===== src/sv/sfs_pkg.sv =====
`timescale 1ns / 1ps
// ----------------------------------------------------------------------------
// Sprite frame sequencer package
// Shared types, widths, codes and command/status bundles.
// ----------------------------------------------------------------------------
package sfs_pkg;

  localparam int FRAME_W    = 10;
  localparam int MAX_FRAMES = 1024;
  localparam int TOTAL_W    = 11;
  localparam int COLS_W     = 11;
  localparam int PERIOD_W   = 24;
  localparam int ACC_W      = 25;
  localparam int DELTA_W    = 16;
  localparam int PIX_W      = 12;
  localparam int VIEW_W     = 22;
  localparam int CFG_IDX_W  = 3;
  localparam int CFG_DATA_W = 24;
  localparam int DIV_STEPS  = FRAME_W;
  localparam int CNT_W      = $clog2(DIV_STEPS);

  localparam logic [PERIOD_W-1:0] PERIOD_RST = PERIOD_W'(100000);

  typedef enum logic [2:0] {
    REQ_TICK    = 3'd0,
    REQ_PLAY    = 3'd1,
    REQ_STOP    = 3'd2,
    REQ_PAUSE   = 3'd3,
    REQ_RESET   = 3'd4,
    REQ_SET_DIR = 3'd5
  } req_t;

  typedef enum logic [CFG_IDX_W-1:0] {
    CFG_FRAME_PERIOD = 3'd0,
    CFG_FRAME_TOTAL  = 3'd1,
    CFG_COLUMN_COUNT = 3'd2,
    CFG_STEP_X       = 3'd3,
    CFG_STEP_Y       = 3'd4,
    CFG_ORIGIN_X     = 3'd5,
    CFG_ORIGIN_Y     = 3'd6,
    CFG_LOOP_ENABLE  = 3'd7
  } cfg_idx_t;

  typedef struct packed {
    logic [2:0]         req_type;
    logic [DELTA_W-1:0] delta_time;
    logic               reverse_flag;
  } in_item_t;

  typedef struct packed {
    logic [FRAME_W-1:0] frame_index;
    logic [VIEW_W-1:0]  view_x;
    logic [VIEW_W-1:0]  view_y;
    logic               playing;
    logic               backward;
    logic               ended;
  } out_item_t;

  typedef struct packed {
    logic accept;
    logic div_step;
    logic mul_en;
    logic load_out;
  } cmd_t;

  typedef struct packed {
    logic div_last;
  } status_t;

endpackage


===== src/sv/sfs_ctrl.sv =====
`timescale 1ns / 1ps
// ----------------------------------------------------------------------------
// Sprite frame sequencer controller
// Sequences event update, index division, position multiply and output load.
// ----------------------------------------------------------------------------
module sfs_ctrl
  import sfs_pkg::*;
(
  input  logic    clk,
  input  logic    rst_n,
  input  logic    in_valid,
  output logic    in_ready,
  output logic    out_valid,
  input  logic    out_ready,
  input  status_t status,
  output cmd_t    cmd
);

  typedef enum logic [3:0] {
    ST_IDLE = 4'b0001,
    ST_DIV  = 4'b0010,
    ST_MUL  = 4'b0100,
    ST_HOLD = 4'b1000
  } state_t;

  state_t state_r, state_nxt;
  logic   out_valid_r, out_valid_nxt;

  assign in_ready  = (state_r == ST_IDLE);
  assign out_valid = out_valid_r;

  always_comb begin
    state_nxt    = state_r;
    cmd          = '0;
    cmd.accept   = in_valid && (state_r == ST_IDLE);
    case (state_r)
      ST_IDLE: begin
        if (in_valid) state_nxt = ST_DIV;
      end
      ST_DIV: begin
        cmd.div_step = 1'b1;
        if (status.div_last) state_nxt = ST_MUL;
      end
      ST_MUL: begin
        cmd.mul_en = 1'b1;
        state_nxt  = ST_HOLD;
      end
      ST_HOLD: begin
        // wait for the output register to drain
        if (!out_valid_r || out_ready) begin
          cmd.load_out = 1'b1;
          state_nxt    = ST_IDLE;
        end
      end
      default: state_nxt = ST_IDLE;
    endcase
  end

  always_comb begin
    out_valid_nxt = out_valid_r;
    if (cmd.load_out) out_valid_nxt = 1'b1;
    else if (out_ready) out_valid_nxt = 1'b0;
  end

  always_ff @(posedge clk) begin
    if (!rst_n) begin
      state_r     <= ST_IDLE;
      out_valid_r <= 1'b0;
    end else begin
      state_r     <= state_nxt;
      out_valid_r <= out_valid_nxt;
    end
  end

endmodule


===== src/sv/sfs_datapath.sv =====
`timescale 1ns / 1ps
// ----------------------------------------------------------------------------
// Sprite frame sequencer datapath
// Config registers, playback state, serial index divider and position unit.
// ----------------------------------------------------------------------------
module sfs_datapath
  import sfs_pkg::*;
(
  input  logic                  clk,
  input  logic                  rst_n,
  input  logic                  cfg_wr_en,
  input  logic [CFG_IDX_W-1:0]  cfg_index,
  input  logic [CFG_DATA_W-1:0] cfg_data,
  input  in_item_t              in_data,
  input  cmd_t                  cmd,
  output status_t               status,
  output out_item_t             out_data
);

  logic [PERIOD_W-1:0] period_r;
  logic [TOTAL_W-1:0]  total_r;
  logic [COLS_W-1:0]   cols_r;
  logic [PIX_W-1:0]    step_x_r, step_y_r, origin_x_r, origin_y_r;
  logic                loop_r;

  logic               run_r, run_nxt;
  logic               dir_r, dir_nxt;
  logic [ACC_W-1:0]   acc_r, acc_nxt;
  logic [FRAME_W-1:0] frame_r, frame_nxt;
  logic               ended_r, ended_nxt;

  logic [FRAME_W-1:0] dvd_r, dvd_nxt;
  logic [COLS_W-1:0]  rem_r, rem_nxt;
  logic [CNT_W-1:0]   cnt_r;
  logic [VIEW_W-1:0]  res_x_r, res_y_r;
  out_item_t          out_r;

  // config writes
  always_ff @(posedge clk) begin
    if (!rst_n) begin
      period_r   <= PERIOD_RST;
      total_r    <= TOTAL_W'(1);
      cols_r     <= COLS_W'(1);
      step_x_r   <= '0;
      step_y_r   <= '0;
      origin_x_r <= '0;
      origin_y_r <= '0;
      loop_r     <= 1'b0;
    end else if (cfg_wr_en) begin
      case (cfg_idx_t'(cfg_index))
        CFG_FRAME_PERIOD: period_r   <= cfg_data[PERIOD_W-1:0];
        CFG_FRAME_TOTAL:  total_r    <= cfg_data[TOTAL_W-1:0];
        CFG_COLUMN_COUNT: cols_r     <= cfg_data[COLS_W-1:0];
        CFG_STEP_X:       step_x_r   <= cfg_data[PIX_W-1:0];
        CFG_STEP_Y:       step_y_r   <= cfg_data[PIX_W-1:0];
        CFG_ORIGIN_X:     origin_x_r <= cfg_data[PIX_W-1:0];
        CFG_ORIGIN_Y:     origin_y_r <= cfg_data[PIX_W-1:0];
        CFG_LOOP_ENABLE:  loop_r     <= cfg_data[0];
        default: ;
      endcase
    end
  end

  logic [TOTAL_W-1:0] total_eff;
  logic [FRAME_W-1:0] last_frame;
  logic [COLS_W-1:0]  cols_eff;
  logic [ACC_W:0]     acc_sum;
  logic [ACC_W-1:0]   acc_sat;
  logic [TOTAL_W-1:0] fwd_frame;

  always_comb begin
    if (total_r == '0)                            total_eff = TOTAL_W'(1);
    else if (total_r > TOTAL_W'(MAX_FRAMES))      total_eff = TOTAL_W'(MAX_FRAMES);
    else                                          total_eff = total_r;
    last_frame = FRAME_W'(total_eff - TOTAL_W'(1));
    cols_eff   = (cols_r == '0) ? COLS_W'(1) : cols_r;
    acc_sum    = {1'b0, acc_r} + (ACC_W+1)'(in_data.delta_time);
    acc_sat    = acc_sum[ACC_W] ? {ACC_W{1'b1}} : acc_sum[ACC_W-1:0];
    fwd_frame  = {1'b0, frame_r} + TOTAL_W'(1);
  end

  // event update
  always_comb begin
    run_nxt   = run_r;
    dir_nxt   = dir_r;
    acc_nxt   = acc_r;
    frame_nxt = frame_r;
    ended_nxt = 1'b0;
    case (in_data.req_type)
      REQ_TICK: begin
        if (run_r) begin
          acc_nxt = acc_sat;
          if (acc_sat >= ACC_W'(period_r)) begin
            acc_nxt = '0;
            if (!dir_r) begin
              if (fwd_frame >= total_eff) begin
                if (loop_r) begin
                  frame_nxt = '0;
                end else begin
                  frame_nxt = last_frame;
                  run_nxt   = 1'b0;
                  ended_nxt = 1'b1;
                end
              end else begin
                frame_nxt = fwd_frame[FRAME_W-1:0];
              end
            end else if (frame_r == '0) begin
              if (loop_r) begin
                frame_nxt = last_frame;
              end else begin
                run_nxt   = 1'b0;
                ended_nxt = 1'b1;
              end
            end else begin
              frame_nxt = frame_r - FRAME_W'(1);
            end
          end
        end
      end
      REQ_PLAY: begin
        run_nxt   = 1'b1;
        frame_nxt = dir_r ? last_frame : '0;
        acc_nxt   = '0;
      end
      REQ_STOP: begin
        run_nxt = 1'b0;
        acc_nxt = '0;
      end
      REQ_PAUSE: run_nxt = 1'b0;
      REQ_RESET: begin
        frame_nxt = dir_r ? last_frame : '0;
        acc_nxt   = '0;
      end
      REQ_SET_DIR: begin
        if (dir_r != in_data.reverse_flag) begin
          dir_nxt   = in_data.reverse_flag;
          frame_nxt = in_data.reverse_flag ? last_frame : '0;
          acc_nxt   = '0;
        end
      end
      default: ;
    endcase
  end

  always_ff @(posedge clk) begin
    if (!rst_n) begin
      run_r   <= 1'b0;
      dir_r   <= 1'b0;
      acc_r   <= '0;
      frame_r <= '0;
      ended_r <= 1'b0;
    end else if (cmd.accept) begin
      run_r   <= run_nxt;
      dir_r   <= dir_nxt;
      acc_r   <= acc_nxt;
      frame_r <= frame_nxt;
      ended_r <= ended_nxt;
    end
  end

  // restoring divider, one quotient bit a cycle
  logic [COLS_W:0] rem_sh;
  logic            fits;

  always_comb begin
    rem_sh  = {rem_r, dvd_r[FRAME_W-1]};
    fits    = rem_sh >= {1'b0, cols_eff};
    rem_nxt = fits ? COLS_W'(rem_sh - {1'b0, cols_eff}) : rem_sh[COLS_W-1:0];
    dvd_nxt = {dvd_r[FRAME_W-2:0], fits};
  end

  assign status.div_last = (cnt_r == CNT_W'(DIV_STEPS - 1));

  always_ff @(posedge clk) begin
    if (cmd.accept) begin
      dvd_r <= frame_nxt;
      rem_r <= '0;
      cnt_r <= '0;
    end else if (cmd.div_step) begin
      dvd_r <= dvd_nxt;
      rem_r <= rem_nxt;
      cnt_r <= cnt_r + CNT_W'(1);
    end
  end

  // cell position: quotient in dvd_r, remainder in rem_r
  logic [VIEW_W-1:0] prod_x, prod_y;

  assign prod_x = VIEW_W'(rem_r[FRAME_W-1:0]) * VIEW_W'(step_x_r);
  assign prod_y = VIEW_W'(dvd_r) * VIEW_W'(step_y_r);

  always_ff @(posedge clk) begin
    if (cmd.mul_en) begin
      res_x_r <= {{(VIEW_W-PIX_W){1'b0}}, origin_x_r} + prod_x;
      res_y_r <= {{(VIEW_W-PIX_W){1'b0}}, origin_y_r} + prod_y;
    end
  end

  always_ff @(posedge clk) begin
    if (cmd.load_out) begin
      out_r.frame_index <= frame_r;
      out_r.view_x      <= res_x_r;
      out_r.view_y      <= res_y_r;
      out_r.playing     <= run_r;
      out_r.backward    <= dir_r;
      out_r.ended       <= ended_r;
    end
  end

  assign out_data = out_r;

endmodule


===== src/sv/sprite_frame_sequencer.sv =====
`timescale 1ns / 1ps
// ----------------------------------------------------------------------------
// Sprite frame sequencer
// Sprite-sheet animation state with frame index to cell position mapping.
// ----------------------------------------------------------------------------
// Usage:
//   in_*  : one event per beat (tick, play, stop, pause, reset, set direction),
//           valid/ready handshake.
//   out_* : one result beat per event: frame index, cell x/y, status flags.
//   cfg_* : register writes, taken on any edge with cfg_wr_en high; write only
//           while no event is in flight.
// Sequence: the index split runs in a restoring divider (one quotient bit
//   per cycle), then a multiply-add and a load into the output register,
//   which waits until the output register is free.
// Flow: in_ready is high only between events. A waiting result sits in
//   the output register, and the next event is accepted meanwhile.
// Stall: if out_ready stays low the finished result waits in the datapath,
//   in_ready stays low until the output register can take it.
// Reset: rst_n (synchronous) restores register defaults, stops playback,
//   selects forward direction, clears frame and elapsed time.
// ----------------------------------------------------------------------------
module sprite_frame_sequencer
  import sfs_pkg::*;
(
  input  logic                  clk,
  input  logic                  rst_n,
  input  logic                  in_valid,
  output logic                  in_ready,
  input  in_item_t              in_data,
  output logic                  out_valid,
  input  logic                  out_ready,
  output out_item_t             out_data,
  input  logic                  cfg_wr_en,
  input  logic [CFG_IDX_W-1:0]  cfg_index,
  input  logic [CFG_DATA_W-1:0] cfg_data
);

  cmd_t    cmd;
  status_t status;

  sfs_ctrl u_ctrl (
    .clk       (clk),
    .rst_n     (rst_n),
    .in_valid  (in_valid),
    .in_ready  (in_ready),
    .out_valid (out_valid),
    .out_ready (out_ready),
    .status    (status),
    .cmd       (cmd)
  );

  sfs_datapath u_dp (
    .clk       (clk),
    .rst_n     (rst_n),
    .cfg_wr_en (cfg_wr_en),
    .cfg_index (cfg_index),
    .cfg_data  (cfg_data),
    .in_data   (in_data),
    .cmd       (cmd),
    .status    (status),
    .out_data  (out_data)
  );

  // busy after accepting a beat
  a_busy_after_accept: assert property (@(posedge clk) disable iff (!rst_n)
    (in_valid && in_ready) |=> !in_ready)
    else $error("in_ready high right after an accepted beat");

  // a new result is only loaded at the end of an event, never while idle
  a_load_from_busy: assert property (@(posedge clk) disable iff (!rst_n)
    cmd.load_out |-> !in_ready)
    else $error("output loaded while idle");

  // an ended result always reports playback stopped
  a_ended_stops: assert property (@(posedge clk) disable iff (!rst_n)
    (out_valid && out_data.ended) |-> !out_data.playing)
    else $error("ended result still playing");

  // divider steps never overlap with accepting a new event
  a_no_step_on_accept: assert property (@(posedge clk) disable iff (!rst_n)
    cmd.accept |-> !(cmd.div_step || cmd.mul_en || cmd.load_out))
    else $error("datapath command during accept");

endmodule

===== config.mk =====
export PLATFORM = sky130hd
export DESIGN_NAME = sprite_frame_sequencer
export DESIGN_NICKNAME = d
export VERILOG_FILES = /design/src/sv/sfs_pkg.sv /design/src/sv/sfs_ctrl.sv /design/src/sv/sfs_datapath.sv /design/src/sv/sprite_frame_sequencer.sv
export SDC_FILE = /design/constraint.sdc
export NUM_CORES = 1
export LEC_CHECK = 0
export BUFFER_PORTS_ARGS = -buffer_cell sky130_fd_sc_hd__buf_2
export CORE_AREA = 2 2 200 202
export CTS_BUF_LIST = sky130_fd_sc_hd__clkbuf_2 sky130_fd_sc_hd__clkbuf_4 sky130_fd_sc_hd__clkbuf_8
export CTS_CLUSTER_SIZE = 25
export DETAILED_ROUTE_END_ITERATION = 12
export DIE_AREA = 0 0 202 204
export GPL_TIMING_DRIVEN = 0
export PLACE_DENSITY = 0.72
export REMOVE_ABC_BUFFERS = 1
export SLEW_MARGIN = 40
export SYNTH_ARGS = -nofsm -noshare
export SYNTH_HDL_FRONTEND = slang
export SYNTH_SLANG_ARGS = --single-unit

===== constraint.sdc =====
create_clock -name clk -period 9.3 [get_ports clk]
set_clock_uncertainty 0.2 [all_clocks]
set_input_delay 1.395 -clock clk [delete_from_list [all_inputs] [get_ports clk]]
set_output_delay 1.395 -clock clk [all_outputs]
set_load 0.1 [all_outputs]

After elaboration in Yosys (flattened, before gate mapping)
Cells that the tools add are included.
{"block": "totals", "mem_count": 0, "input_bits": 52, "output_inout_bits": 59, "word_cells": 136, "register_bits": 264, "latchBits": 0, "rom_bits": 0, "ram_bits": 0}
{"block": "classes", "n_reduce_logical": 27, "muxes": 46, "shift": 0, "add_sub_neg": 8, "div_mod_pow": 0, "magnitude_cmp": 4, "multipliers": 2, "n_eq_ne": 23, "bitwise": 0}
{"op": "$mux W10", "n": 12}
{"op": "$mux W25", "n": 4}
{"op": "$pmux W25 S3", "n": 1}
{"op": "$add A12 B22 Y22", "n": 2}
{"op": "$mul A10 B12 Y22", "n": 2}
{"op": "$mux W11", "n": 4}
{"op": "$pmux W10 S3", "n": 1}
{"op": "$add A25 B16 Y26", "n": 1}
{"op": "$ge A25 B24 Y1", "n": 1}
{"op": "$logic_not A11 Y1", "n": 2}
{"op": "$sub A10 B1 Y10 const B", "n": 2}
{"op": "$mux W1", "n": 19}
{"op": "$eq A3 B3 Y1 const B", "n": 6}
{"op": "$reduce_and A2 Y1", "n": 9}
{"op": "$pmux W4 S4", "n": 1}
{"op": "$eq A3 B2 Y1 const B", "n": 4}
{"op": "$ge A12 B11 Y1", "n": 1}
{"op": "$mux W4", "n": 3}
{"op": "$add A10 B1 Y11 const B", "n": 1}
{"op": "$ge A11 B11 Y1", "n": 1}
{"op": "$gt A11 B11 Y1 const B", "n": 1}
{"op": "$sub A11 B11 Y11", "n": 1}
{"op": "$logic_not A10 Y1", "n": 1}
{"op": "$eq A4 B4 Y1 const B", "n": 2}
{"op": "19 further kinds", "n": 28}

Logic depth before layout (Yosys ltp)
Gate-level depths: netlist of run 1.
{"block": "logic_depth", "word_depth": 11, "ltp_mapped": 24}

Cells and area by module
A second synthesis of run 1 with hierarchy kept.
{"block": "hier_totals", "cells_unflattened": 2394, "area_unflattened_um2": 21379.3}
{"mod": "sfs_datapath", "cells_each": 2368, "seq_area_each_um2": 6296.0, "area_per_inst_um2": 21105.2, "n_inst": 1}
{"mod": "sfs_ctrl", "cells_each": 26, "seq_area_each_um2": 100.1, "area_per_inst_um2": 274.0, "n_inst": 1}

Least setup slack after synthesis of run 1
OpenSTA, ideal clock, no wires.
{"block": "synth_timing", "path_type": "input-to-reg", "from": "input in_data[3] (netlist bit)", "to": "register u_dp.dvd_r[5], data pin", "setup_ns": 0.261, "t_required_ns": 8.839, "path_slack_ns": 2.945, "path_stages": 21, "arrival_time_ns": 5.894, "path_cell_list": "ha_1 > o211ai_1 > o21ai_0 > o22ai_1 > o22ai_1 > a221o_1 > o221a_2 > clkbuf_8 > nand4_1 > clkbuf_1 > o21ai_0 > ha_1 > nand4_1 > or4_1 > o211a_1 > o21ai_0 > or3b_2 > o211ai_2 > a21oi_1 > nor2_1 > a221o_1"}
{"block": "synth_via", "elab_chain_len": 7}
{"item": "from (decl)", "line": "sprite_frame_sequencer.sv:29", "rtl": "input in_item_t in_data,"}
{"item": "$add A25 B16 Y26", "line": "sfs_datapath.sv:77", "rtl": "acc_sum = {1'b0, acc_r} + (ACC_W+1)'(in_data.delta_time);"}
{"item": "$mux W25", "line": "sfs_datapath.sv:78", "rtl": "acc_sat = acc_sum[ACC_W] ? {ACC_W{1'b1}} : acc_sum[ACC_W-1:0];"}
{"item": "$ge A25 B24 Y1", "line": "sfs_datapath.sv:93", "rtl": "if (acc_sat >= ACC_W'(period_r)) begin"}
{"item": "$mux W10", "line": "sfs_datapath.sv:93"}
{"item": "$mux W10", "line": "sfs_datapath.sv:91", "rtl": "if (run_r) begin"}
{"item": "$pmux W10 S3", "line": "sfs_datapath.sv:89", "rtl": "case (in_data.req_type)"}
{"item": "$mux W10", "line": "sfs_datapath.sv:175", "rtl": "if (cmd.accept) begin"}
{"item": "to (signal assigned)", "line": "sfs_datapath.sv:176", "rtl": "dvd_r <= frame_nxt;"}
{"item": "to (signal assigned)", "line": "sfs_datapath.sv:180", "rtl": "dvd_r <= dvd_nxt;"}
{"item": "to (decl)", "line": "sfs_datapath.sv:32", "rtl": "logic [FRAME_W-1:0] dvd_r, dvd_nxt;"}
No other way between the ends.
A chain may end at the register's enable or synchronous reset.

Worst setup path in the final report of run 1
{"block": "layout_timing", "from": "input in_data[2] (netlist bit)", "to": "register u_dp.dvd_r[5], data pin"}
The elaborated chain is that of the path after synthesis.

==> summary.md, run 1 <==
| Metric | Value |
|---|---|
| Status | complete, no violations |
| Initial Util | 54.1% |
| EDFF count, synth | 111 |
| Hold Path Origin | u_dp.res_y_r[3] |
| RSZ-0062 raised after global routing | false |
| Post-CTS Setup Repair Bufs | 0 |
| Post-Syn Area | 21200 µm² |
| Pre-CTS setup slack | 1720 ps |
| CP arrival | 7190 ps |
| Hold WS | 200 ps |
| Register-to-Register Setup Slack | 2710 ps |
| WP data required | 9470 ps |
| Tcrit/Tclk final | 75.5% |
| GPL Wtd Cong | 0.944 |
| Clock tree root buffer cell | clkbuf_8 |
| F_max | 0.142 GHz |
| Sequential-to-total area share from yosys stat | 30.2% |
| Slowest stage cell, crit path | or4_1 |
| Pwr/cell area | 153 nW/µm² |
| Post-DRT Antenna Nets | 0 |
| Share of layout cells above drive strength 1 | 10.3% |
| Bufs on Longest Clock Path | 3 |
| Most frequent cells in the layout | 430 x nand2_1, 287 x inv_1, 187 x ha_1, 182 x fa_1, 161 x a21oi_1 |
| Post-synthesis average cell area | 9.00 µm² |
| Worst Hold Class | reg -> reg |
| H-tree depth | 2 |
| Resize count post-CTS | 0 |
| Final Instance Count excl. Fillers | 2971 |
| First-pass GRT wire length | 81.1 mm |
| Reg-to-reg critical path startpoint | u_dp.dvd_r[3] |
| Leak Pwr | 10.3 nW |
| Cell mode on critical path | o21ai_0 |
| Setup tns final | 0 ps |
| Antenna violations before repair | 2 |
| TritonCTS clock tree | done |
| Synth top area cells | fa_1 17%, edfxtp_1 16%, dfxtp_1 14%, ha_1 11%, nand2_1 7.6% |
| Cells after synthesis | 2355 |
| CP max stage delay | 550 ps |
| Worst-path fanout max | 12 |
| Post-route minimum period | 7020 ps |
| R2R Path End | u_dp.res_y_r[20] |
| R2R cell count | 19 |
| Vias in the first global route | 16218 |
| Yosys top cell area share | 17.2% |
| Gr ovfl total | 0 |
| Drt wl/cell | 16.5 µm |
| Vias | 16440 |
| Post-DP HPWL | 36.5 mm |
| Ys Warns | 0 |
| Crit path launch type | primary input |
| Final Util | 59.1% |
| Final nets | 2831 |
| Synthesis-to-layout area growth | 9.28% |
| CP Cell Sequence | buf_2 > ha_1 > a211oi_1 > o21ai_0 > o22ai_1 > o22ai_1 > a221o_1 > o221a_2 > nand4_1 > buf_4 > o21ai_0 > ha_1 > nand4_1 > or4_1 > o211a_1 > o21ai_0 > or3b_2 > o211ai_2 > a21oi_1 > nor2_1 > a221o_1 |
| Hold_buf cts | 0 |
| Placed cells | 2888 |
| VDD IR-drop max | 0.000195 V |
| Clk sink count | 264 |
| Register clock-pin slew on the reported worst setup and hold paths | 60 ps |
| #FFs+latches synth | 264 |
| Die W | 202 µm |
| Max-cap violations | 0 |
| CP Class | in -> reg |
| Final WS setup | 2280 ps |
| Crit. End Element | flip-flop |
| Violation count after the first detailed-route iteration | 1015 |
| Port Buffers | 110 |
| Setup violators final | 0 |
| Synth cell types | 80 |
| Dominant cell type by area after synthesis | fa_1 |
| Vias per cell | 5.53 |
| Hold path endpoint | u_dp.out_data[6] |
| Hold Fails Final Rpt | 0 |
| Number of CTS-inserted buffers | 45 |
| Drt pass-1 iters | 6 |
| Rel. slew slack | 42.1% |
| GRT Total Usage | 24.2% |
| Synth Flop Type | dfxtp_1 |
| Post-Route WL | 49.1 mm |
| DR DRC count | 0 |
| Synth async-reset ratio | 0% |
| Hold Crit Depth | 0 |
| Pin count of the biggest net entering global routing | 99 |
| Boundary Pins | 111 |
| Core area | 39200 µm² |
| Worst slew pin tran | 866 ps |
| Row count | 73 |
| Max Slew Vio Count | 0 |
| Clk_lat worst skew | 640 ps |
| Die Height | 204 µm |
| Leading cell type in the layout, fill and taps excluded | nand2_1 |
| Die area | 41200 µm² |
## power breakdown
group | internal [mW] | total [mW] | switching, mW
logic | 0.351 | 0.861 | 0.510
clock network | 0.753 | 1.26 | 0.508
registers | 1.26 | 1.42 | 0.162
total | 2.36 | 3.54 | 1.18
## per-stage QoR
stage / cell area, µm² / power (mW)
6_report: 23200 / 3.54
5_1_grt: 23200 / 3.74
4_1_cts: 23100 / 3.57
3_5_place_dp: 22000 / 2.29
3_3_place_gp: 21800 / 2.24
2_1_floorplan: 20600 / 2.01
## sequential cells by signal, summed over array words and instances, names as in the netlist
name	flops
u_dp.frame_r	10
u_dp.ended_r	1
u_dp.dir_r	1
u_dp.step_y_r	12
u_dp.period_r	24
u_ctrl.out_valid	1
u_dp.dvd_r	10
u_dp.res_x_r	22
u_dp.origin_x_r	12
u_dp.out_data	57
u_dp.total_r	11
u_dp.loop_r	1
u_dp.cols_r	11
u_dp.res_y_r	22
u_dp.cnt_r	4
u_dp.origin_y_r	12
u_dp.run_r	1
u_dp.acc_r	25
u_ctrl.state_r	4
u_dp.step_x_r	12
u_dp.rem_r	11
## cell usage after synthesis (all sizes together), types with 18 or more instances
| cell type | n |
|---|---|
| nand2 | 430 |
| inv | 288 |
| ha | 187 |
| fa | 182 |
| a21oi | 162 |
| dfxtp | 153 |
| clkbuf | 114 |
| edfxtp | 111 |
| and2 | 103 |
| nor2 | 102 |
| o21ai | 66 |
| xnor2 | 53 |
| nand3 | 38 |
| nor3 | 29 |
| a22oi | 26 |
| xor2 | 25 |
| nor2b | 24 |
| a211oi | 19 |
| o211ai | 19 |
| o21a | 19 |
| nand2b | 18 |
## area by class of cell
type	instances	area (µm²)
Clock inverter	14	205
Clock buffer	68	892
Antenna cell	1	2.50
Fill cell	3453	16000
Timing Repair Buffer	131	731
Sequential cell	264	6400
Multi-Input combinational cell	1680	13200
Tap cell	525	657
Inverter	288	1090
## cells by family (layout without fill, tap and decap cells)
kind of cell,after synthesis,after routing,synth area share (%)
fa+ha+maj,369,369,28.2
other cells,0,1,0
mux,16,16,0.785
xor+xnor,78,78,3.22
flops,264,264,30.2
compound gates,402,402,12.0
simple gates,815,815,17.7
buf+inv,411,501,7.89
## routing by layer
| layer | wire length (µm) | vias up | track usage, % |
|---|---|---|---|
| li1 | - | 7905 | - |
| met1 | 21800 | 7956 | 32.3 |
| met2 | 22900 | 480 | 40.3 |
| met3 | 3220 | 99 | 4.35 |
| met4 | 1210 | 0 | 7.48 |
| met5 | 0 | - | 0 |
## worst max-delay path by stage
| stage | cells past startpoint | end | startpoint | slack (ps) |
|---|---|---|---|---|
| final | 21 | u_dp.dvd_r[5] | in_data[2] | 2280 |
| after floorplan | 6 | u_dp.acc_r[0] | u_ctrl.state_r[1] | 2550 |
| after detailed placement | 21 | u_dp.dvd_r[5] | in_data[2] | 1720 |
| after CTS | 21 | u_dp.dvd_r[5] | in_data[2] | 2350 |
| after global routing | 22 | u_dp.acc_r[0] | in_data[2] | 1970 |
| after global placement | 3 | u_ctrl.state_r[0] | u_ctrl.state_r[2] | 940 |
## worst max-delay path: cells and delay by family
kind                       cells  cell delay [ps]
adders and majority gates      2              640
and+or+nand+nor                5             1340
AOI/OAI and AO/OA             12             3400
buffers and inverters          2              410
No activity file was read; power rests on OpenSTA's default activity.
==> run 2, diff against run 1 <==
- clock period: 9.3 -> 6.95 ns (I/O delays scaled with it)
==> run 2 against run 1 <==
Effect of this change:
- total power rose by 34%
- combinational power increased by 34%
- sequential share of layout area barely moved
- wire length hardly changed
- non-clock buffer count unchanged
- clock power rose by 34%
- cell count did not move
- clock-buffer cell count did not move
- critical path depth unchanged
- first-iteration DRC count up 0.30%
- critical endpoint unchanged
- largest cell class unchanged
==> summary.md, run 2 (same netlist as run 1, synthesis figures left out) <==
| Metric | Value |
|---|---|
| Status | complete, no violations |
| Drt wl/cell | 16.6 µm |
| Synthesis-to-layout area growth | 9.30% |
| Top delay family on crit path | compound AO/OA/AOI/OAI gates |
| Initial Util | 54.1% |
| Drt pass-1 iters | 6 |
| Most Crowded Layer GR | met2 |
| Clock tree root buffer cell | clkbuf_8 |
| Largest register FFs | 57 |
| Met2 GRT Util | 40.3% |
| Max-cap violations | 0 |
| Hold_buf cts | 0 |
| Crit path launch type | primary input |
| Clk sink count | 264 |
| Boundary Pins | 111 |
| Die Height | 204 µm |
| Final nets | 2831 |
| Post-DP HPWL | 36.5 mm |
| Tcrit/Tclk final | 95.3% |
| Row count | 73 |
| Number of CTS-inserted buffers | 45 |
| First-pass GRT wire length | 81.1 mm |
| CP Cell Sequence | buf_2 > ha_1 > a211oi_1 > o21ai_0 > o22ai_1 > o22ai_1 > a221o_1 > o221a_2 > nand4_1 > buf_4 > o21ai_0 > ha_1 > nand4_1 > or4_1 > o211a_1 > o21ai_0 > or3b_2 > o211ai_2 > a21oi_1 > nor2_1 > a221o_1 |
| Vias in the first global route | 16218 |
| Register-to-Register Setup Slack | 350 ps |
| Slowest stage cell, crit path | or4_1 |
| CP max stage delay | 550 ps |
| Leading cell type in the layout, fill and taps excluded | nand2_1 |
| DR DRC count | 0 |
| Die W | 202 µm |
| Vias per cell | 5.52 |
| Bufs on Longest Clock Path | 3 |
| TritonCTS clock tree | done |
| GPL Wtd Cong | 0.944 |
| Leak Pwr | 10.3 nW |
| Core area | 39200 µm² |
| Post-Route WL | 49.2 mm |
| WP buf/inv | 2 |
| Worst Hold Class | reg -> reg |
| Port Buffers | 110 |
| Rel. slew slack | 43.0% |
| VDD IR-drop max | 0.000262 V |
| Max Slew Vio Count | 0 |
| Worst slew pin tran | 852 ps |
| Pwr/cell area | 205 nW/µm² |
| Post-DRT Antenna Nets | 0 |
| F_max | 0.151 GHz |
| Most frequent cells in the layout | 430 x nand2_1, 287 x inv_1, 187 x ha_1, 182 x fa_1, 161 x a21oi_1 |
| Final Instance Count excl. Fillers | 2971 |
| CP arrival | 6800 ps |
| Cell mode on critical path | o21ai_0 |
| Placed cells | 2888 |
| Antenna violations before repair | 2 |
| Clk_lat worst skew | 640 ps |
| Register clock-pin slew on the reported worst setup and hold paths | 60 ps |
| CP Class | in -> reg |
| Die area | 41200 µm² |
| Worst-path fanout max | 12 |
| Crit. End Element | flip-flop |
| Pin count of the biggest net entering global routing | 99 |
| Met1 Use GR | 32.3% |
| Post-route minimum period | 6630 ps |
| H-tree depth | 2 |
| Share of layout cells above drive strength 1 | 10.3% |
| RSZ-0062 raised after global routing | false |
| Setup violators final | 0 |
| Total power draw | 4.74 mW |
| Hold Fails Final Rpt | 0 |
| Vias | 16402 |
| Gr ovfl total | 0 |
| GRT Total Usage | 24.2% |
| WP data required | 7120 ps |
| Grt met3 use | 4.35% |
| Violation count after the first detailed-route iteration | 1018 |
-- run 2: cell counts in the layout (fill, tap and decap cells not counted) --
No cell type changed its count.
-- run 2: worst register-to-register path, delay by kind of cell (launching register included) --
kind	cells	cell delay, ps
XOR/XNOR	1	60
AND/OR/NAND/NOR	3	660
AO/OA/AOI/OAI	6	1750
buffers and inverters	3	160
adder cells (fa/ha/maj)	6	2870
flip-flops	1	640
-- run 2: per-layer routing --
metal  vias to the layer above  wire length [µm]  part of all wire (%)
li1                       7905                 -                     -
met1                      7964             21800                    44
met2                       440             23000                    47
met3                        93              3130                   6.4
met4                         0              1180                   2.4
met5                         -                 0                     0
-- run 2: worst paths after layout --
kind / startpoint / to / cells past startpoint
max: in_data[2] / u_dp.dvd_r[5] / 21
min: u_dp.res_y_r[3] / u_dp.out_data[6] / 0
max reg2reg: u_dp.dvd_r[3] / u_dp.res_y_r[20] / 19
min reg2reg: u_dp.res_y_r[3] / u_dp.out_data[6] / 0
-- run 2: where the power goes --
group | switching (mW) | leakage (nW) | internal (mW) | total [mW]
registers | 0.218 | 2.25 | 1.69 | 1.90
logic | 0.683 | 7.53 | 0.470 | 1.15
clock network | 0.678 | 0.562 | 1.01 | 1.69
-- run 2: metrics by stage --
step | hold WS, ps | utilization (%) | instance area, µm² | setup TNS, ps | setup slack [ps]
6_report | 199 | 59.1 | 23200 | 0 | 325
5_1_grt | 225 | 59.1 | 23200 | 0 | 13.6
4_1_cts | 213 | 59.1 | 23100 | 0 | 317
3_5_place_dp | 205 | 56.3 | 22000 | -4800 | -273
3_3_place_gp | 201 | 55.7 | 21800 | -80300 | -1410
2_1_floorplan | 200 | - | 20600 | 0 | 198
-- run 2: what timing repair did --
action,in CTS,in global routing
gates resized for setup,0,1
buffers inserted,0,0
endpoints found under the hold margin,0,0
endpoints found under the setup margin,0,2
-- run 2: cell type report --
type	instances	area (µm²)
Antenna cell	1	2.50
Clock buffer	68	892
Clock inverter	14	205
Fill cell	3453	16000
Inverter	288	1090
Multi-Input combinational cell	1680	13200
Sequential cell	264	6400
Tap cell	525	657
Timing Repair Buffer	131	731
